[src/design/tps_pkg.sv]
// package: types, codes and pattern rom of the tone pattern sequencer
package tps_pkg;

	localparam int STEPS     = 16;
	localparam int PATTERNS  = 8;
	localparam int ROM_STEPS = 16;
	localparam int ROM_PATS  = 8;

	localparam logic [2:0]  PAT_TEST      = 3'd0;
	localparam logic [2:0]  PAT_SILENT    = 3'd2;
	localparam logic [2:0]  PAT_TRIGGERED = 3'd7;

	localparam logic [14:0] ELAPSED_MAX  = 15'h7FFF;
	localparam logic [3:0]  RESTART_MAX  = 4'hF;
	localparam logic [3:0]  LIMIT_RESET  = 4'd5;

	typedef enum logic [1:0] {
		MODE_TICK  = 2'd0,
		MODE_PLAY  = 2'd1,
		MODE_QUEUE = 2'd2
	} tps_mode_t;

	typedef struct packed {
		logic [1:0] mode;
		logic [2:0] pattern_id;
	} tps_req_t;

	typedef struct packed {
		logic [4:0] step_number;
		logic [2:0] active_pattern;
		logic       cycle_ended;
		logic       buzzer_on;
	} tps_result_t;

	// pattern rom
	localparam logic [4:0] PAT_LEN [ROM_PATS] = '{
		5'd2, 5'd4, 5'd16, 5'd2, 5'd6, 5'd6, 5'd2, 5'd16
	};

	localparam logic [15:0] PAT_ON [ROM_PATS] = '{
		16'h0001, 16'h000A, 16'h0000, 16'h0002,
		16'h0015, 16'h0015, 16'h0001, 16'h5555
	};

	localparam logic [ROM_PATS-1:0] PAT_SINGLE = 8'b0000_1011;

	localparam logic [14:0] PAT_DUR [ROM_PATS][ROM_STEPS] = '{
		'{15'd400, 15'd400, 15'd0, 15'd0, 15'd0, 15'd0, 15'd0, 15'd0,
		  15'd0, 15'd0, 15'd0, 15'd0, 15'd0, 15'd0, 15'd0, 15'd0},
		'{15'd200, 15'd200, 15'd200, 15'd200, 15'd0, 15'd0, 15'd0, 15'd0,
		  15'd0, 15'd0, 15'd0, 15'd0, 15'd0, 15'd0, 15'd0, 15'd0},
		'{15'd100, 15'd100, 15'd100, 15'd100, 15'd100, 15'd100, 15'd100, 15'd100,
		  15'd100, 15'd100, 15'd100, 15'd100, 15'd100, 15'd100, 15'd100, 15'd100},
		'{15'd200, 15'd200, 15'd0, 15'd0, 15'd0, 15'd0, 15'd0, 15'd0,
		  15'd0, 15'd0, 15'd0, 15'd0, 15'd0, 15'd0, 15'd0, 15'd0},
		'{15'd100, 15'd100, 15'd100, 15'd100, 15'd100, 15'd4500, 15'd0, 15'd0,
		  15'd0, 15'd0, 15'd0, 15'd0, 15'd0, 15'd0, 15'd0, 15'd0},
		'{15'd300, 15'd100, 15'd300, 15'd100, 15'd300, 15'd3900, 15'd0, 15'd0,
		  15'd0, 15'd0, 15'd0, 15'd0, 15'd0, 15'd0, 15'd0, 15'd0},
		'{15'd200, 15'd19800, 15'd0, 15'd0, 15'd0, 15'd0, 15'd0, 15'd0,
		  15'd0, 15'd0, 15'd0, 15'd0, 15'd0, 15'd0, 15'd0, 15'd0},
		'{15'd200, 15'd180, 15'd180, 15'd160, 15'd160, 15'd140, 15'd140, 15'd120,
		  15'd120, 15'd100, 15'd100, 15'd80, 15'd80, 15'd60, 15'd60, 15'd40}
	};

	// out-of-range index falls back to silence
	function automatic logic [2:0] tps_valid_id(input logic [2:0] id);
		if (int'(id) >= PATTERNS || int'(id) >= ROM_PATS)
			return PAT_SILENT;
		return id;
	endfunction

	// step count, capped at the configured and stored maximum
	function automatic logic [4:0] tps_steps(input logic [2:0] id);
		logic [4:0] n;
		n = PAT_LEN[id];
		if (int'(n) > STEPS)
			n = 5'(STEPS);
		if (int'(n) > ROM_STEPS)
			n = 5'(ROM_STEPS);
		return n;
	endfunction

endpackage

[src/design/tps_core.sv]
// sequencer state and single-pass next-state logic
module tps_core (
	input  logic                  clk,
	input  logic                  arst_n,
	input  logic                  cfg_we,
	input  logic [3:0]            cfg_data,
	input  logic                  req_acc,
	input  tps_pkg::tps_req_t     req,
	output tps_pkg::tps_result_t  res
);

	logic [4:0]  phase_q,    phase_d;
	logic [14:0] elapsed_q,  elapsed_d;
	logic [3:0]  restarts_q, restarts_d;
	logic [2:0]  cur_q,      cur_d;
	logic [2:0]  next_q,     next_d;
	logic        pin_q,      pin_d;
	logic        ended_q,    ended_d;
	logic [3:0]  limit_q;

	always_comb begin
		logic       load_req;
		logic [2:0] load_id;
		logic [2:0] id_ok;
		logic [3:0] k;
		logic [4:0] len;

		phase_d    = phase_q;
		elapsed_d  = elapsed_q;
		restarts_d = restarts_q;
		cur_d      = cur_q;
		next_d     = next_q;
		pin_d      = pin_q;
		ended_d    = ended_q;
		load_req   = 1'b0;
		load_id    = tps_pkg::PAT_SILENT;
		id_ok      = tps_pkg::tps_valid_id(req.pattern_id);
		len        = tps_pkg::tps_steps(cur_q);
		k          = '0;

		unique case (req.mode)
			tps_pkg::MODE_TICK: begin
				if (elapsed_q != tps_pkg::ELAPSED_MAX)
					elapsed_d = elapsed_q + 15'd1;
				if (phase_q == 5'd0) begin
					elapsed_d = '0;
					phase_d   = 5'd1;
					ended_d   = (cur_q == tps_pkg::PAT_SILENT);
				end
				k = 4'(phase_d - 5'd1);
				if (phase_d >= len + 5'd1) begin
					// pattern finished: reload
					phase_d  = '0;
					ended_d  = 1'b1;
					load_req = 1'b1;
					if (tps_pkg::PAT_SINGLE[cur_q]) begin
						next_d  = tps_pkg::PAT_SILENT;
						load_id = tps_pkg::PAT_SILENT;
					end else begin
						load_id = next_q;
					end
				end else if (elapsed_d > tps_pkg::PAT_DUR[cur_q][k]) begin
					elapsed_d = '0;
					phase_d   = phase_d + 5'd1;
				end else begin
					pin_d = tps_pkg::PAT_ON[cur_q][k];
				end
			end
			tps_pkg::MODE_PLAY: begin
				load_req = 1'b1;
				load_id  = id_ok;
			end
			tps_pkg::MODE_QUEUE: begin
				next_d = id_ok;
			end
			default: begin
			end
		endcase

		if (load_req) begin
			if (cur_q == tps_pkg::PAT_TRIGGERED && restarts_q != tps_pkg::RESTART_MAX)
				restarts_d = restarts_q + 4'd1;
			cur_d   = (restarts_d >= limit_q) ? tps_pkg::PAT_SILENT : load_id;
			phase_d = '0;
		end
	end

	always_ff @(posedge clk or negedge arst_n) begin
		if (!arst_n) begin
			phase_q    <= '0;
			elapsed_q  <= '0;
			restarts_q <= '0;
			cur_q      <= tps_pkg::PAT_TEST;
			next_q     <= tps_pkg::PAT_SILENT;
			pin_q      <= 1'b0;
			ended_q    <= 1'b1;
			limit_q    <= tps_pkg::LIMIT_RESET;
		end else begin
			if (cfg_we)
				limit_q <= cfg_data;
			if (req_acc) begin
				phase_q    <= phase_d;
				elapsed_q  <= elapsed_d;
				restarts_q <= restarts_d;
				cur_q      <= cur_d;
				next_q     <= next_d;
				pin_q      <= pin_d;
				ended_q    <= ended_d;
			end
		end
	end

	// result reflects the state after the request
	assign res.buzzer_on      = pin_d;
	assign res.cycle_ended    = ended_d;
	assign res.active_pattern = cur_d;
	assign res.step_number    = phase_d;

endmodule

[src/design/tone_pattern_sequencer.sv]
// top level of the tone pattern sequencer with output buffering
// Plays timed on/off buzzer patterns from an eight-entry built-in rom. Each
// request on the slave side is a tick of one millisecond, a play of a pattern
// or a queue of the next pattern, and gives exactly one result on the master
// side: pin level, cycle-ended flag, active pattern and step number, all as
// they stand after that request. One request is taken per clock cycle while
// s_tready is high: the whole update is one pass of counter, rom and compare
// logic into the state registers. Results sit in an output register backed by
// a one-entry skid register, so s_tready depends only on registered state and
// falls only when both are full. The repeat limit for the triggered pattern is
// written through the cfg channel, which is always ready; write it only while
// no request is in flight.
module tone_pattern_sequencer (
	input  logic        clk,
	input  logic        arst_n,
	// configuration: triggered repeat limit
	input  logic        cfg_valid,
	output logic        cfg_ready,
	input  logic [3:0]  cfg_data,
	// request stream
	input  logic        s_tvalid,
	output logic        s_tready,
	input  logic [7:0]  s_tdata,   // [2:0] pattern_id, rest zero
	input  logic [1:0]  s_tuser,   // [1:0] mode
	// result stream
	output logic        m_tvalid,
	input  logic        m_tready,
	output logic [15:0] m_tdata    // [0] buzzer_on, [1] cycle_ended,
	                               // [4:2] active_pattern, [9:5] step_number
);

	tps_pkg::tps_req_t    req;
	tps_pkg::tps_result_t res;
	tps_pkg::tps_result_t out_q, skid_q;
	logic                 out_valid_q, skid_valid_q;
	logic                 req_acc, res_take;

	assign cfg_ready = 1'b1;
	assign s_tready  = !skid_valid_q;
	assign req_acc   = s_tvalid && s_tready;
	assign res_take  = out_valid_q && m_tready;

	assign req.mode       = s_tuser;
	assign req.pattern_id = s_tdata[2:0];

	tps_core u_core (
		.clk      (clk),
		.arst_n   (arst_n),
		.cfg_we   (cfg_valid && cfg_ready),
		.cfg_data (cfg_data),
		.req_acc  (req_acc),
		.req      (req),
		.res      (res)
	);

	// output register and skid occupancy
	always_ff @(posedge clk or negedge arst_n) begin
		if (!arst_n) begin
			out_valid_q  <= 1'b0;
			skid_valid_q <= 1'b0;
		end else begin
			if (res_take) begin
				if (skid_valid_q)
					skid_valid_q <= 1'b0;
				else
					out_valid_q <= req_acc;
			end else if (req_acc) begin
				if (!out_valid_q)
					out_valid_q <= 1'b1;
				else
					skid_valid_q <= 1'b1;
			end
		end
	end

	// result payload, no reset needed
	always_ff @(posedge clk) begin
		if (res_take) begin
			if (skid_valid_q)
				out_q <= skid_q;
			else if (req_acc)
				out_q <= res;
		end else if (req_acc) begin
			if (!out_valid_q)
				out_q <= res;
			else
				skid_q <= res;
		end
	end

	assign m_tvalid = out_valid_q;
	assign m_tdata  = {6'd0, out_q};

endmodule

[config.mk]
export PLATFORM = sky130hd
export DESIGN_NAME = tone_pattern_sequencer
export DESIGN_NICKNAME = d
export VERILOG_FILES = /design/src/design/tps_pkg.sv /design/src/design/tps_core.sv /design/src/design/tone_pattern_sequencer.sv
export SDC_FILE = /design/constraint.sdc
export NUM_CORES = 1
export LEC_CHECK = 0
export BUFFER_PORTS_ARGS = -buffer_cell sky130_fd_sc_hd__buf_2
export CELL_PAD_IN_SITES_DETAIL_PLACEMENT = 2
export CELL_PAD_IN_SITES_GLOBAL_PLACEMENT = 2
export CORE_AREA = 3 3 117 119
export CTS_CLUSTER_DIAMETER = 120
export CTS_CLUSTER_SIZE = 25
export DETAILED_ROUTE_END_ITERATION = 16
export DIE_AREA = 0 0 120 122
export PLACE_DENSITY = 0.83
export SETUP_SLACK_MARGIN = 0.15
export SYNTH_ARGS = -nofsm -noshare
export SYNTH_HDL_FRONTEND = slang
export SYNTH_SLANG_ARGS = --single-unit
[constraint.sdc]
create_clock -name clk -period 5.5 [get_ports clk]
set_input_delay 0 -clock clk [delete_from_list [all_inputs] [get_ports clk]]
set_output_delay 0 -clock clk [all_outputs]
set_load 0.05 [all_outputs]
# Word-level counts from Yosys, hierarchy flattened
# Memories as Yosys holds them, arrays and structs flattened.
# Cells that the tools add are included.
[word_totals] register_bits=58 rom_bits=2096 input_bits=19 output_inout_bits=19 word_cells=118 n_memories=4
[mem_list] memory="(no name shown)" depth=8 word_bits=240 read_ports=1 rd_clocked_by_memory_dff=0 write_ports=0 line="tps_core.sv:62" text="end else if (elapsed_d > tps_pkg::PAT_DUR[cur_q][k]) begin"
[mem_list] memory="(no name shown)" depth=8 word_bits=16 read_ports=1 rd_clocked_by_memory_dff=0 write_ports=0 line="tps_core.sv:66" text="pin_d = tps_pkg::PAT_ON[cur_q][k];"
[mem_list] memory="(no name shown)" depth=8 word_bits=5 read_ports=1 rd_clocked_by_memory_dff=0 write_ports=0 line="tps_pkg.sv:76" text="n = PAT_LEN[id];"
[mem_list] memory="(no name shown)" depth=8 word_bits=1 read_ports=1 rd_clocked_by_memory_dff=0 write_ports=0 line="tps_core.sv:56" text="if (tps_pkg::PAT_SINGLE[cur_q]) begin"
[op_classes] n_addsub=5 magnitude_cmp=9 n_eq_ne=9 mux=53 bitwise_logic=3 n_reduce_logical=17
[ops] cell="240-bit two-way mux" count=2
[ops] cell="15-bit two-way mux" count=7
[ops] cell="15-bit binary-select mux with 4-bit select" count=1
[ops] cell="10-bit two-way mux" count=5
[ops] cell="5-bit two-way mux" count=10
[ops] cell="16-bit two-way mux" count=2
[ops] cell="15-bit by 1-bit adder with 15-bit output (second input constant)" count=1
[ops] cell="15-bit > comparator" count=1
[ops] cell="1-bit two-way mux" count=15
[ops] cell="3-bit two-way mux" count=5
[ops] cell="15-bit != test (second input constant)" count=1
[ops] cell="3-bit one-hot mux with 2 select lines" count=2
[ops] cell="5-bit by 1-bit adder with 5-bit output (second input constant)" count=2
[ops] cell="5-bit > comparator (second input constant)" count=2
[ops] cell="3-bit AND reduction" count=3
[ops] cell="4-bit two-way mux" count=2
[ops] cell="2-bit AND reduction" count=4
[ops] cell="2-bit nonzero test" count=4
[ops] cell="5-bit >= comparator" count=1
[ops] cell="5-bit >= comparator (second input constant)" count=1
[ops] cell="5-bit zero test" count=1
[ops] cell="4-bit by 5-bit < comparator with 1-bit output (second input constant)" count=1
[ops] cell="4-bit inverter with 5-bit output" count=1
[ops] cell="4-bit by 1-bit adder with 4-bit output (second input constant)" count=1
[ops] cell="other kinds (18)" count=21

# Logic depth before layout (Yosys ltp)
# Gate-level depths: netlist of run 1.
[logic_depth] ltp_word=19 mapped_depth=23

# By module
# A second synthesis of run 1 with hierarchy kept.
[hier_totals] cells_unflattened=498 hier_area_um2=4486.8
[by_module_without_submodules] mod="tps_core" instances=1 cells_each=445 area_each_um2=3588.4 seq_area_each_um2=905.9
[by_module_without_submodules] mod="tone_pattern_sequencer" instances=1 cells_each=53 area_each_um2=898.4 seq_area_each_um2=650.6

# Worst setup path after synthesis of run 1
# OpenSTA, ideal clock, no wires.
[synth_timing] kind="register -> register" start="register u_core.phase_q[1]" end="register u_core.pin_q" setup_ns=0.128 t_arrival_ns=4.794 t_required_ns=5.372 path_slack_ns=0.578 path_stages_with_launch=22 path_buffers=6 path_cell_list="dfrtp_1 -> clkbuf_1 -> nor4_4 -> nor2_1 -> clkinv_1 -> clkbuf_1 -> ha_1 -> clkbuf_1 -> clkbuf_1 -> clkbuf_1 -> nand2_1 -> and3_1 -> o21ai_0 -> ha_1 -> nand3_1 -> nand2_1 -> a2111oi_1 -> a32oi_2 -> o21a_1 -> buf_6 -> nor3_2 -> mux2_1"
[synth_via] elab_chain_cells=12
[synth_lines] element="start: declaration" line="tps_core.sv:12" text="logic [4:0] phase_q, phase_d;"
[synth_lines] element="start signal: assignment" line="tps_core.sv:102" text="phase_q <= phase_d;"
[synth_lines] element="5-bit zero test" line="tps_core.sv:45" text="if (phase_q == 5'd0) begin"
[synth_lines] element="5-bit two-way mux" line="tps_core.sv:45"
[synth_lines] element="5-bit two-way mux" line="tps_core.sv:41" text="unique case (req.mode)"
[synth_lines] element="4-bit by 1-bit subtractor with 4-bit output" line="tps_core.sv:50" text="k = 4'(phase_d - 5'd1);"
[synth_lines] element="4-bit inverter with 5-bit output (implied by the code)" line="tps_core.sv:62"
[synth_lines] element="15-bit binary-select mux with 4-bit select" line="tps_core.sv:62"
[synth_lines] element="15-bit two-way mux (implied by the code) (2 in a row)" line="tps_core.sv:62"
[synth_lines] element="15-bit > comparator" line="tps_core.sv:62"
[synth_lines] element="1-bit two-way mux" line="tps_core.sv:62"
[synth_lines] element="1-bit two-way mux (*)" line="tps_core.sv:51" text="if (phase_d >= len + 5'd1) begin"
[synth_lines] element="1-bit two-way mux (*)" line="tps_core.sv:41"
[synth_lines] element="end signal: assignment" line="tps_core.sv:107" text="pin_q <= pin_d;"
[synth_lines] element="end: declaration" line="tps_core.sv:17" text="logic pin_q, pin_d;"
# Mark *: on every way between the ends. The rest lies on a longest branch, timed or not. The select of a mux whose other input is x is not followed.
# A chain may end at the register's enable or synchronous reset.

# Worst setup path in the final report of run 1
[layout_timing] start="register u_core.phase_q[4]" end="register u_core.elapsed_q[1]"
[layout_via] elab_chain_cells=11
[layout_lines] element="5-bit zero test" line="tps_core.sv:45"
[layout_lines] element="5-bit two-way mux" line="tps_core.sv:45"
[layout_lines] element="5-bit two-way mux" line="tps_core.sv:41"
[layout_lines] element="4-bit by 1-bit subtractor with 4-bit output" line="tps_core.sv:50"
[layout_lines] element="4-bit inverter with 5-bit output (implied by the code)" line="tps_core.sv:62"
[layout_lines] element="15-bit binary-select mux with 4-bit select" line="tps_core.sv:62"
[layout_lines] element="15-bit two-way mux (implied by the code) (2 in a row)" line="tps_core.sv:62"
[layout_lines] element="15-bit > comparator" line="tps_core.sv:62"
[layout_lines] element="15-bit two-way mux" line="tps_core.sv:62"
[layout_lines] element="15-bit two-way mux (*)" line="tps_core.sv:51"
[layout_lines] element="end signal: assignment" line="tps_core.sv:103" text="elapsed_q <= elapsed_d;"
[layout_lines] element="end: declaration" line="tps_core.sv:13" text="logic [14:0] elapsed_q, elapsed_d;"
# Marks and branches as above.

==> summary by stage, run 1 <==
Run status
The run finished with clean final reports.

STA
The final-report hold violation count is 0. For the final database, setup skew stands at 8.336 ps. The measured slew at the worst slew-check pin is between 1000 and 1500 ps. The worst slew slack as a fraction of its limit is between 20 and 25%.

In the final timing run, aggregate negative setup slack is 0 ps. Subtracting the final worst setup slack from the clock period gives about 5100 ps. The number of setup violations in the final report is 0.

Setup repair after global routing left no endpoint under its margin. The final hold slack is approximately 200 ps. The final clock period utilization by the worst path is roughly nine tenths. The max-slew violation total from the final report was 0. The highest achievable clock rate is ~0.20 GHz. The final worst slack is between 400 and 500 ps.

Cells and area
In the layout the commonest cells are sky130_fd_sc_hd__nand2_1, sky130_fd_sc_hd__nor2_1, sky130_fd_sc_hd__a21oi_1. The share of final-layout standard cells stronger than drive strength 1 is between 10% and 20%. The final standard cell count with taps included and fillers excluded is approximately 750.

Relative to the synthesized area, the layout overhead comes to 14.79%. The number of fill cells in the layout is around 1400. Leaving out fill and tap cells, the most frequent cell in the layout is sky130_fd_sc_hd__nand2_1. The number of nets in the final layout is 626.

The antenna cell count is 0.

Clocking
The number of setup buffers added after CTS is 0. The TritonCTS sink count is slightly below 60. The number of clock buffers added by TritonCTS is 9.

The clock tree buffer depth is 2. The H-tree generated during clock tree synthesis spans 3 levels. After clock tree synthesis, the clock-pin slew on the worst setup and hold paths is 50 ps. Clock tree synthesis selected as its root buffer the cell sky130_fd_sc_hd__clkbuf_16.

The clock latency on the worst-skew pair is 340 ps. The CTS tree is yes.

Critical path
The endpoint of the worst-slack reg-to-reg timing path is u_core.elapsed_q[1]$_DFFE_PN0P_. The number of cells on the worst reg-to-reg path is 17. The worst register-to-register path begins at u_core.phase_q[4]$_DFFE_PN0P_.

STA classifies the critical path startpoint as a register. On the worst path, the slowest cell contributes a delay of approximately 600 ps. STA classifies the critical path endpoint as a register. For flop-to-flop paths, the worst setup slack is 450 ps. The critical path is of the register to register type.

Walking the worst path, the cells encountered are nor4_4 -> nor2_1 -> clkinv_1 -> ha_1 -> buf_4 -> nor2_1 -> o22ai_1 -> and3_1 -> o21ai_0 -> ha_1 -> nand3_1 -> nand2_1 -> a2111oi_1 -> a32oi_2 -> o211ai_4 -> nor3b_1 -> a32o_1. The peak fanout along the critical path is 17. Data on the critical path arrives at its endpoint at between 5000 and 6000 ps.

At the worst endpoint, the required time is 5770 ps. The cell with the largest stage delay on the worst path is sky130_fd_sc_hd__a2111oi_1.

Placement
The count of buffers added on input and output ports is 25. The final weighted congestion of routability-driven global placement is approximately 0.89. The number of instances in the placed design is 720. After legalization and detailed placement, the total HPWL measured about 12 mm.

Before CTS, the worst setup slack after placement is around 400 ps.

Pwr
The part of the total power dissipated in sequential elements is between 20% and 30%. Per report_power, the combinational group accounts for between 60% and 70% of the total. The power density relative to cell area is 625.2 nW/µm².

Summed over all cells, the static leakage comes to about 2.2 nW. The clock network is responsible for 16.6% of the overall power. The power consumption is ~3.4 mW. Internal power comes to about 1.6 mW. The net switching power is around 1.7 mW. The fraction of power spent switching nets is between 50% and 60%. The worst-case IR drop observed on VDD is ~0.23 mV.

Floorplan
The die width is ~120 µm. From bottom edge to top edge, the die measures 122 µm. The initial utilization of the core area, before any placement, comes to 36.86%. The floorplan has roughly 40 rows. The die covers around 15000 µm². 38 I/O pins were placed. In this run the standard cell core region covers roughly 13000 µm².

GRT
The leftover overflow at the end of global routing is 0. The first global-routing pass estimated around 28 mm of wire. The number of global-route vias before repair is 4934. The total routing usage reported by global routing is between 20% and 30%.

Entering global routing, the biggest net connects 39 pins. The number of antenna violations at the first check in global routing came to 0.

Yosys
In the synthesized netlist, the number of instances is between 500 and 600. The number of different library cells in the post-synthesis netlist is 79. The synthesized area is 4671 µm².

The count of flip-flops with a built-in enable after synthesis is 20. The synthesis warning total is 0. In this run, synthesis produced a sequential element count of 58.

Among all flip-flop cells after synthesis, the most frequent one is sky130_fd_sc_hd__dfrtp_1. For this run, the register share of the synthesized area comes to between 30 and 40%. The post-synthesis average cell area is ~8.5 µm². The proportion of register bits with asynchronous set or reset after synthesis is 65.52%.

Route
In the final routed layout, each cell accounts on average for around 23 µm. In the detailed route, the total length drawn on met3 is around 520 µm. In the routed layout, each cell is associated on average with a via count of a little under 6. In this run, the number of DRC markers left after iteration 0 of detailed routing was about 270. The overall via count from detail_route is about 4400. Once detail routing completed, the nets flagged for antenna violations numbered 0.

The met2 routed wirelength is between 9 and 10 mm. The number of iterations in the first detailed-routing pass is 4. Wires add up to 17.65 mm. The highest routing layer actually used is met4. The detailed-routing wirelength on met1 is ~7.3 mm. For this run, design rule violations remaining after detail routing come to 0.

Min path
The startpoint identified for the worst hold timing path is s_tuser[0]. The worst hold path depth is 4. The type of the worst min-delay path is input pin to register.

For hold timing, the worst endpoint is u_core.cur_q[2]$_DFFE_PN0P_.

Job
Max-cap violations in this run came to 0.
==> kinds of logic (layout without fill, tap and decap cells) <==
group / count (synthesis) / in the layout / share of synthesized area, %
AO/OA/AOI/OAI: 159 / 159 / 22.58
XOR/XNOR: 14 / 14 / 2.625
adder cells (fa/ha/maj): 31 / 31 / 8.304
buffers and inverters: 73 / 97 / 7.019
flip-flops: 58 / 58 / 33.32
multiplexers: 17 / 17 / 4.340
other: 2 / 7 / 0.1608
AND/OR/NAND/NOR: 198 / 198 / 21.65
==> final cells by class <==
type	count	area [µm²]	area share [%]
multi-input combinational	426	2815	52.51
sequential	58	1558	29.05
tap	172	215.2	4.014
timing repair buffer	54	385.4	7.188
clock buffer	10	229.0	4.271
inverter	27	101.3	1.890
clock inverter	6	57.56	1.074
==> cells in the mapped netlist (all sizes together) (7+ instances only) <==
library cell | n | share of area, %
a21oi | 39 | 4.4
a22o | 9 | 1.7
a31oi | 11 | 1.5
buf | 16 | 2.4
clkbuf | 30 | 2.4
dfrtp | 34 | 18
edfxtp | 20 | 13
ha | 31 | 8.3
inv | 25 | 2.0
mux2 | 10 | 2.6
nand2 | 57 | 4.6
nand2b | 7 | 0.94
nand3 | 23 | 2.6
nand4 | 7 | 1.4
nor2 | 52 | 4.2
nor3 | 11 | 1.3
o211ai | 10 | 1.7
o21ai | 37 | 4.0
o22ai | 11 | 1.5
xnor2 | 10 | 1.9
==> routing by layer <==
layer  up-vias  track usage [%]
met2        89            45.45
met1      2280            28.73
met4         0            8.304
li1       2037                -
met3        35            3.853
met5         -                0
==> worst max-delay path by stage <==
| stage | start | to | slack, ps | cells after the start |
|---|---|---|---|---|
| after floorplan | u_core.phase_q[1]$_DFFE_PN0P_ | u_core.pin_q$_DFFE_PN0P_ | 580 | 21 |
| after global placement | u_core.phase_q[4]$_DFFE_PN0P_ | u_core.elapsed_q[1]$_DFFE_PN0P_ | 670 | 17 |
| after detailed placement | u_core.phase_q[2]$_DFFE_PN0P_ | u_core.elapsed_q[1]$_DFFE_PN0P_ | 400 | 16 |
| after CTS | u_core.phase_q[2]$_DFFE_PN0P_ | u_core.elapsed_q[1]$_DFFE_PN0P_ | 350 | 16 |
| after global routing | u_core.phase_q[4]$_DFFE_PN0P_ | u_core.elapsed_q[1]$_DFFE_PN0P_ | 150 | 17 |
| final | u_core.phase_q[4]$_DFFE_PN0P_ | u_core.elapsed_q[1]$_DFFE_PN0P_ | 450 | 17 |
==> critical path, delay by kind of cell (launching register included) <==
kind            cells  cell delay, ps
simple gates        7            1520
compound gates      6            1870
fa+ha+maj           2             720
buf+inv             2             400
flops               1             490
==> flip-flops by register name, summed over array words and instances, names as in the netlist <==
register,count
u_core.elapsed_q,15
m_tdata,10
skid_q,10
u_core.phase_q,5
u_core.limit_q,4
u_core.restarts_q,4
u_core.cur_q,3
u_core.next_q,3
m_tvalid,1
skid_valid_q,1
u_core.ended_q,1
u_core.pin_q,1
==> metrics by stage <==
step | utilization (%) | area, µm²
2_1_floorplan | - | 4690
3_3_place_gp | 38.62 | 4893
3_5_place_dp | 38.62 | 4893
4_1_cts | 42.22 | 5350
5_1_grt | 42.31 | 5361
6_report | 42.31 | 5361
==> power by group through the flow <==
stage          clock [mW]  combinational (mW)  sequential, mW
2_1_floorplan           0                1.31           0.821
3_3_place_gp            0                1.84           0.714
3_5_place_dp            0                1.96           0.732
4_1_cts             0.561                2.02           0.727
5_1_grt             0.580                2.23           0.748
6_report            0.557                2.06           0.730
==> repair_timing <==
item | 4_1_cts | 5_1_grt
gates resized for setup | 0 | 3
hold endpoints to repair | 42 | 0
hold buffers | 17 | 0
endpoints found under the setup margin | 0 | 8
Note: power is estimated with default switching activity, not from simulation.
==> inputs of run 2 (changes only) <==
Settings changed: CORE_AREA 3 3 117 119 to 10 10 124 126, DIE_AREA 0 0 120 122 to 0 0 134 136.
Clock period 5.5 ns to 4.8 ns, I/O delays scaled along.
==> run 2 against run 1 <==
Against the previous run:
- via count increased by 2.5%
- setup slack worse by 79 ps
- maximum frequency up 14%
- clock power up 37%
- critical endpoint is now u_core.phase_q[2]$_DFFE_PN0P_
- cell count rose by 2.0%
- sequential share of layout area fell by 1.0 points
- die area up 24%
- clock skew is 1.3 ps higher
- register-to-register slack lost 80 ps
- final area up 3.8%
- total power increased by 23%
- clock-buffer cell count did not move
==> summary by stage, run 2 (same netlist as run 1, synthesis figures left out) <==
Route
The remaining antenna violation count is 0 (unchanged). The overall via count from detail_route is 4553 (was 4441). The detail-routed via count per cell came to 5.928 (was 5.898). The number of iterations in the first detailed-routing pass is 4 (unchanged). The number of DRC markers after the initial detailed-route iteration is 328 (was 273). The detailed-route DRC error count is 0 (unchanged). The final wirelength came to 18.52 mm (was 17.65 mm).

The mean routed wirelength per cell is 24.12 µm (was 23.44 µm).

STA
The setup total negative slack is 0 ps (unchanged). The final worst slack came to 370.5 ps (was 449.8 ps). The max-slew violation total from the final report is 0 (unchanged). The final hold slack came to 106.1 ps (was 199.2 ps). The final clock period utilization by the worst path came to 92.28% (was 91.82%). Setup repair after global routing missed its margin: true (was false).

The measured slew at the worst slew-check pin is 1216 ps (was 1170 ps). The final worst clock skew was 9.641 ps (was 8.336 ps). The worst slew slack as a fraction of its limit came to 18.94% (was 21.97%). The number of setup violations in the final report is 0 (unchanged). The final-report hold violation count was 0 (unchanged).

The time the worst path needs with I/O delays and setup is 4430 ps (was 5050 ps). The highest achievable clock rate is 0.2258 GHz (was 0.1980 GHz).

Floorplan
The total die area came to 18220 µm² (was 14640 µm²). The area of the core is 12980 µm² (was 12670 µm²). The die width is 134 µm (was 120 µm).

The effective utilization at floorplan is 35.98% (was 36.86%). The site row count was 42 (was 41). The height of the die is 136 µm (was 122 µm). The top-level port count is 38 (unchanged).

GRT
The number of global-route vias before repair is 5206 (was 4934). The total routing usage reported by global routing was 20.68% (was 24.52%). The leftover overflow at the end of global routing came to 0 (unchanged). The number of antenna violations at the first check in global routing is 0 (unchanged).

The wire length of the first global-routing pass is 29.59 mm (was 27.77 mm). The pin count of the biggest net entering global routing came to 39 (unchanged).

Critical path
The required time of the critical path is 5060 ps (was 5770 ps). The arrival time reported for the critical path endpoint is 4690 ps (was 5320 ps). The critical path startpoint category is a register (unchanged). The endpoint of the worst-slack reg-to-reg timing path is u_core.phase_q[2]$_DFFE_PN0P_ (was u_core.elapsed_q[1]$_DFFE_PN0P_).

The critical register-to-register path startpoint was u_core.phase_q[4]$_DFFE_PN0P_ (unchanged). The kind of critical path is register to register (unchanged). The kind of end point of the critical path is a register (unchanged).

The minimum setup slack among reg-to-reg paths was 370 ps (was 450 ps). The peak fanout along the critical path was 10 (was 17). The worst reg-to-reg path cell count is 19 (was 17).

Placement
The sum of net half-perimeters after detailed placement is 12.17 mm (was 11.82 mm). The final weighted congestion of routability-driven global placement is 0.8431 (was 0.8943). The post-detailed-placement cell area is 4984 µm² (was 4893 µm²). The minimum setup slack after placement is 120.1 ps (was 401.2 ps). The port buffer count is 25 (unchanged).

Cells and area
The antenna cell count is 0 (unchanged). Most used cells in the layout excluding fill and tap cells: sky130_fd_sc_hd__nand2_1, sky130_fd_sc_hd__nor2_1, sky130_fd_sc_hd__a21oi_1 (unchanged). The area growth from synthesis to layout is 19.15% (was 14.79%). The flip-flop count of the largest register, all copies and words added is 15 (unchanged). The final cell area excluding filler cells was 5565 µm² (was 5361 µm²).

The share of final-layout standard cells stronger than drive strength 1 was 18.41% (was 14.46%). The register with the highest flop count is u_core.elapsed_q (unchanged). The number of nets in the final layout is 637 (was 626). The commonest non-fill, non-tap cell in the layout was sky130_fd_sc_hd__nand2_1 (unchanged).

Pwr
The power density relative to cell area is 741.4 nW/µm² (was 625.2 nW/µm²). The power consumption is 4.126 mW (was 3.352 mW). The worst ir drop on vdd is 0.2495 mV (was 0.2270 mV). The static leakage is 2.264 nW (was 2.195 nW).

Job
The number of maximum-capacitance constraint violations came to 0 (unchanged).

Clocking
The clock latency on the worst-skew pair is 350 ps (was 340 ps). The CTS tree is yes (unchanged). The clock tree buffer depth is 2 (unchanged).

The clock tree root driver cell was sky130_fd_sc_hd__clkbuf_16 (unchanged). The TritonCTS sink count is 58 (unchanged). The number of clock buffers inserted by TritonCTS is 9 (unchanged). The number of H-tree levels is 3 (unchanged).

The clock-pin slew of the registers on the worst-case setup and hold paths is 60 ps (was 50 ps).

Min path
The startpoint of the most critical hold path was s_tvalid (was s_tuser[0]). The type of the worst min-delay path was input pin to register (unchanged). The endpoint of the worst hold path is skid_valid_q$_DFFE_PN0P_ (was u_core.cur_q[2]$_DFFE_PN0P_). The worst hold path depth is 3 (was 4).

Run status
Status: finished clean (unchanged).
## run 2: cell types whose count changed in the layout (fill, tap and decap cells not counted), moves of 2 or more
cell	change
sky130_fd_sc_hd__ha_2	+3
sky130_fd_sc_hd__nor3_1	-2
sky130_fd_sc_hd__clkinv_2	-3
sky130_fd_sc_hd__ha_1	-4
sky130_fd_sc_hd__nor3_2	+2
sky130_fd_sc_hd__bufinv_16	+2
sky130_fd_sc_hd__buf_4	+12
## run 2: power by group
group | internal (mW) | leakage [nW] | switching, mW
sequential | 0.697 | 0.674 | 0.143
combinational | 0.871 | 1.43 | 1.65
clock | 0.504 | 0.158 | 0.258
total | 2.07 | 2.26 | 2.05
## run 2: layer usage
metal | GRT usage, % | vias up | routed length, µm
li1 | - | 2075 | -
met4 | 9.976 | 0 | 649
met5 | 0 | - | 0
met2 | 37.89 | 125 | 9748
met3 | 3.911 | 50 | 734
met1 | 22.48 | 2303 | 7388
## run 2: final cells by class
class / count / area (µm²)
multi-input combinational: 426 / 2885
clock buffer: 10 / 229.0
tap: 176 / 220.2
fill: 1454 / 7415
sequential: 58 / 1559
inverter: 27 / 101.3
timing repair buffer: 65 / 465.4
clock inverter: 6 / 105.1
## run 2: how the worst max path moves through the flow
| stage | from | endpoint | slack (ps) |
|---|---|---|---|
| finish | u_core.phase_q[4]$_DFFE_PN0P_ | u_core.phase_q[2]$_DFFE_PN0P_ | 370 |
| CTS | u_core.phase_q[4]$_DFFE_PN0P_ | m_tdata[7]$_DFFE_PP_ | 140 |
| global placement | u_core.elapsed_q[0]$_DFFE_PN0P_ | m_tdata[7]$_DFFE_PP_ | 360 |
| floorplan | u_core.phase_q[1]$_DFFE_PN0P_ | u_core.pin_q$_DFFE_PN0P_ | 180 |
| global route | u_core.elapsed_q[0]$_DFFE_PN0P_ | m_tdata[7]$_DFFE_PP_ | 120 |
| detailed placement | u_core.phase_q[4]$_DFFE_PN0P_ | m_tdata[6]$_DFFE_PP_ | 120 |
## run 2: through the flow
step	utilization, %	instances
4_1_cts	42.25	767
3_5_place_dp	38.39	735
3_3_place_gp	38.39	735
6_report	42.88	768
2_1_floorplan	-	557
5_1_grt	42.88	768
## run 2: repair_timing
item,4_1_cts,5_1_grt
pin swaps,0,2
endpoints found under the setup margin,16,33
cloned,0,0
hold buffers,16,0
hold endpoints to repair,42,0
gates resized for setup,2,17
setup buffers,0,1
## run 2: critical path: stages (launching register included)
cell	delay (ps)
sky130_fd_sc_hd__dfrtp_2	490
sky130_fd_sc_hd__nor4_4	340
sky130_fd_sc_hd__nor2_2	70
sky130_fd_sc_hd__clkinv_1	90
sky130_fd_sc_hd__ha_4	250
sky130_fd_sc_hd__buf_4	190
sky130_fd_sc_hd__nand3b_1	160
sky130_fd_sc_hd__a21oi_1	190
sky130_fd_sc_hd__a31oi_1	80
sky130_fd_sc_hd__o21ai_0	260
sky130_fd_sc_hd__a21oi_1	140
sky130_fd_sc_hd__ha_1	300
sky130_fd_sc_hd__nand3_1	100
sky130_fd_sc_hd__o21bai_1	170
sky130_fd_sc_hd__a31o_2	280
sky130_fd_sc_hd__a32oi_4	250
sky130_fd_sc_hd__o211ai_1	240
sky130_fd_sc_hd__buf_4	190
sky130_fd_sc_hd__or3_1	360
sky130_fd_sc_hd__mux2i_1	180
==> inputs of run 3 (changes only) <==
Settings changed: BUFFER_PORTS_ARGS -buffer_cell sky130_fd_sc_hd__buf_2 to -buffer_cell sky130_fd_sc_hd__buf_4, CORE_AREA 10 10 124 126 to 2 2 116 118, CTS_BUF_LIST set to sky130_fd_sc_hd__clkbuf_16, DIE_AREA 0 0 134 136 to 0 0 118 120.
==> run 3 against run 2 <==
Against the previous run:
- cell count fell by 0.26%
- sequential share of layout area did not move
- global-route usage rose by 4.9 points
- combinational power rose by 2%
- register-to-register slack barely moved
- total power fell by 1.6%
- largest cell class unchanged
==> summary by stage, run 3 (same netlist as run 1, synthesis figures left out) <==
Cells and area
The number of nets in the final layout is 635 (was 637). The register with the highest flop count is u_core.elapsed_q (unchanged). The flip-flop count of the largest register, all copies and words added is 15 (unchanged). The commonest non-fill, non-tap cell in the layout is sky130_fd_sc_hd__nand2_1 (unchanged). Most used cells in the layout excluding fill and tap cells: sky130_fd_sc_hd__nand2_1, sky130_fd_sc_hd__buf_4, sky130_fd_sc_hd__nor2_1 (was sky130_fd_sc_hd__nand2_1, sky130_fd_sc_hd__nor2_1, sky130_fd_sc_hd__a21oi_1). The final standard cell count with taps included and fillers excluded was 766 (was 768). The share of final-layout standard cells stronger than drive strength 1 is 18.64% (was 18.41%). The area growth from synthesis to layout is 19.15% (unchanged). The antenna cell count is 0 (unchanged).

GRT
The leftover overflow at the end of global routing is 0 (unchanged). The pin count of the biggest net entering global routing was 39 (unchanged). The number of antenna violations at the first check in global routing was 0 (unchanged).

The wire length of the first global-routing pass is 27.92 mm (was 29.59 mm). The number of global-route vias before repair is 5041 (was 5206). The total routing usage reported by global routing was 25.58% (was 20.68%).

Clocking
The CTS tree is yes (unchanged). The clock tree root driver cell is sky130_fd_sc_hd__clkbuf_16 (unchanged). The clock latency on the worst-skew pair is 350 ps (about the same). The TritonCTS sink count is 58 (unchanged). The clock-pin slew of the registers on the worst-case setup and hold paths is 60 ps (about the same).

The number of H-tree levels is 3 (unchanged). The number of clock buffers inserted by TritonCTS was 9 (unchanged). The clock tree buffer depth is 2 (unchanged).

Job
The number of maximum-capacitance constraint violations came to 0 (unchanged).

STA
The number of setup violations in the final report was 0 (unchanged). The measured slew at the worst slew-check pin is 1250 ps (was 1216 ps). The final-report hold violation count is 0 (unchanged). The final worst slack is 384.7 ps (was 370.5 ps). The highest achievable clock rate is 0.2265 GHz (was 0.2258 GHz).

The time the worst path needs with I/O delays and setup is 4415 ps (was 4430 ps). Setup repair after global routing missed its margin: true (unchanged). The worst slew slack as a fraction of its limit came to 16.66% (was 18.94%). The final hold slack is 24.13 ps (was 106.1 ps). The final worst clock skew is 9.893 ps (was 9.641 ps). The final clock period utilization by the worst path is 91.99% (was 92.28%). The max-slew violation total from the final report was 0 (unchanged).

Floorplan
The top-level port count came to 38 (unchanged). The height of the die came to 120 µm (was 136 µm). The area of the core is 12980 µm² (unchanged). The total die area is 14160 µm² (was 18220 µm²).

The effective utilization at floorplan came to 35.98% (unchanged). The site row count is 42 (unchanged). The die width is 118 µm (was 134 µm).

Route
The number of DRC markers after the initial detailed-route iteration was 318 (was 328). The detail-routed via count per cell is 5.826 (was 5.928). The mean routed wirelength per cell is 23.35 µm (was 24.12 µm). The overall via count from detail_route is 4463 (was 4553).

The final wirelength is 17.89 mm (was 18.52 mm). The detailed-route DRC error count is 0 (unchanged). The number of iterations in the first detailed-routing pass is 5 (was 4).

The remaining antenna violation count came to 0 (unchanged).

Placement
The sum of net half-perimeters after detailed placement is 12.11 mm (was 12.17 mm). The minimum setup slack after placement is -93.02 ps (was 120.1 ps). The port buffer count came to 25 (unchanged). The final weighted congestion of routability-driven global placement is 0.8390 (was 0.8431). The number of instances in the placed design is 739 (was 735).

Min path
The type of the worst min-delay path is input pin to register (unchanged).

Pwr
The worst ir drop on vdd is 0.2703 mV (was 0.2495 mV). The power density relative to cell area came to 729.7 nW/µm² (was 741.4 nW/µm²). The static leakage is 2.269 nW (was 2.264 nW). The power consumption is 4.061 mW (was 4.126 mW).

Critical path
The kind of end point of the critical path is a register (unchanged). The peak fanout along the critical path is 8 (was 10). The kind of critical path is register to register (unchanged). The required time of the critical path came to 5050 ps (was 5060 ps). The critical path startpoint category is a register (unchanged). The arrival time reported for the critical path endpoint is 4670 ps (was 4690 ps).

Run status
Status: finished clean (unchanged).
[run 3: cell types whose count changed in the layout (fill, tap and decap cells not counted), moves of 2 or more]
cell	change
sky130_fd_sc_hd__buf_2	-25
sky130_fd_sc_hd__buf_4	+29
sky130_fd_sc_hd__bufinv_16	-2
sky130_fd_sc_hd__clkinv_2	+3
sky130_fd_sc_hd__dlygate4sd3_1	-6
sky130_fd_sc_hd__ha_1	+2
sky130_fd_sc_hd__ha_2	-2
sky130_fd_sc_hd__nor3_2	-2
[run 3: metrics by stage]
stage	setup TNS, ps	cell area, µm²	utilization [%]
detailed placement	-162.8	5076	39.11
global route	0	5565	42.88
finish	0	5565	42.88
global placement	0	5076	39.11
CTS	0	5475	42.18
floorplan	0	4696	-
[run 3: final timing paths]
path	slack (ps)	startpoint	to	cells past startpoint
max	380	u_core.phase_q[1]$_DFFE_PN0P_	u_core.elapsed_q[8]$_DFFE_PN0P_	15
min	20	s_tvalid	skid_valid_q$_DFFE_PN0P_	3
max reg2reg	380	u_core.phase_q[1]$_DFFE_PN0P_	u_core.elapsed_q[8]$_DFFE_PN0P_	15
min reg2reg	520	u_core.next_q[1]$_DFFE_PN1P_	u_core.next_q[1]$_DFFE_PN1P_	2
max in group asynchronous	4150	arst_n	u_core.cur_q[1]$_DFFE_PN0P_	2
min in group asynchronous	190	arst_n	u_core.elapsed_q[6]$_DFFE_PN0P_	2
[run 3: final cells by class]
| type | instances | area (µm²) |
|---|---|---|
| Clock buffer | 9 | 225.2 |
| Timing Repair Buffer | 63 | 498.0 |
| Inverter | 27 | 101.3 |
| Sequential cell | 58 | 1559 |
| Tap cell | 176 | 220.2 |
| Fill cell | 1450 | 7415 |
| Multi-Input combinational cell | 426 | 2902 |
| Clock inverter | 7 | 60.06 |
[run 3: what timing repair did]
item / CTS / global route
endpoints found under the hold margin: 42 / 0
pin swaps: 0 / 3
hold buffers: 10 / 0
gates cloned: 0 / 0
gates resized for setup: 5 / 14
buffers inserted: 0 / 1
endpoints found under the setup margin: 25 / 31
[run 3: where the power goes]
group | total [mW] | internal (mW) | switching [mW]
registers | 0.845 | 0.698 | 0.146
clock network | 0.649 | 0.395 | 0.254
logic | 2.57 | 0.922 | 1.65
[run 3: critical path, cell delays in order, from the launching register on]
cell	delay [ps]
sky130_fd_sc_hd__dfrtp_1	430
sky130_fd_sc_hd__buf_4	190
sky130_fd_sc_hd__or3_1	450
sky130_fd_sc_hd__mux2i_2	330
sky130_fd_sc_hd__and2_1	270
sky130_fd_sc_hd__nand4_1	150
sky130_fd_sc_hd__and2_1	210
sky130_fd_sc_hd__ha_1	300
sky130_fd_sc_hd__and3_1	270
sky130_fd_sc_hd__nand4_1	230
sky130_fd_sc_hd__nor3_4	310
sky130_fd_sc_hd__a32oi_4	190
sky130_fd_sc_hd__o211ai_4	250
sky130_fd_sc_hd__buf_4	230
sky130_fd_sc_hd__nand4_2	250
sky130_fd_sc_hd__o22ai_1	280
[run 3: per-layer routing]
metal  routed length, µm  up-vias  share of wire [%]  global-route usage (%)
met2                9766       94                 55                   48.66
met5                   0        -                  0                       0
met3                 506       37                2.8                   3.945
met1                7120     2274                 40                   28.21
met4                 495        0                2.8                   10.62
li1                    -     2058                  -                       -
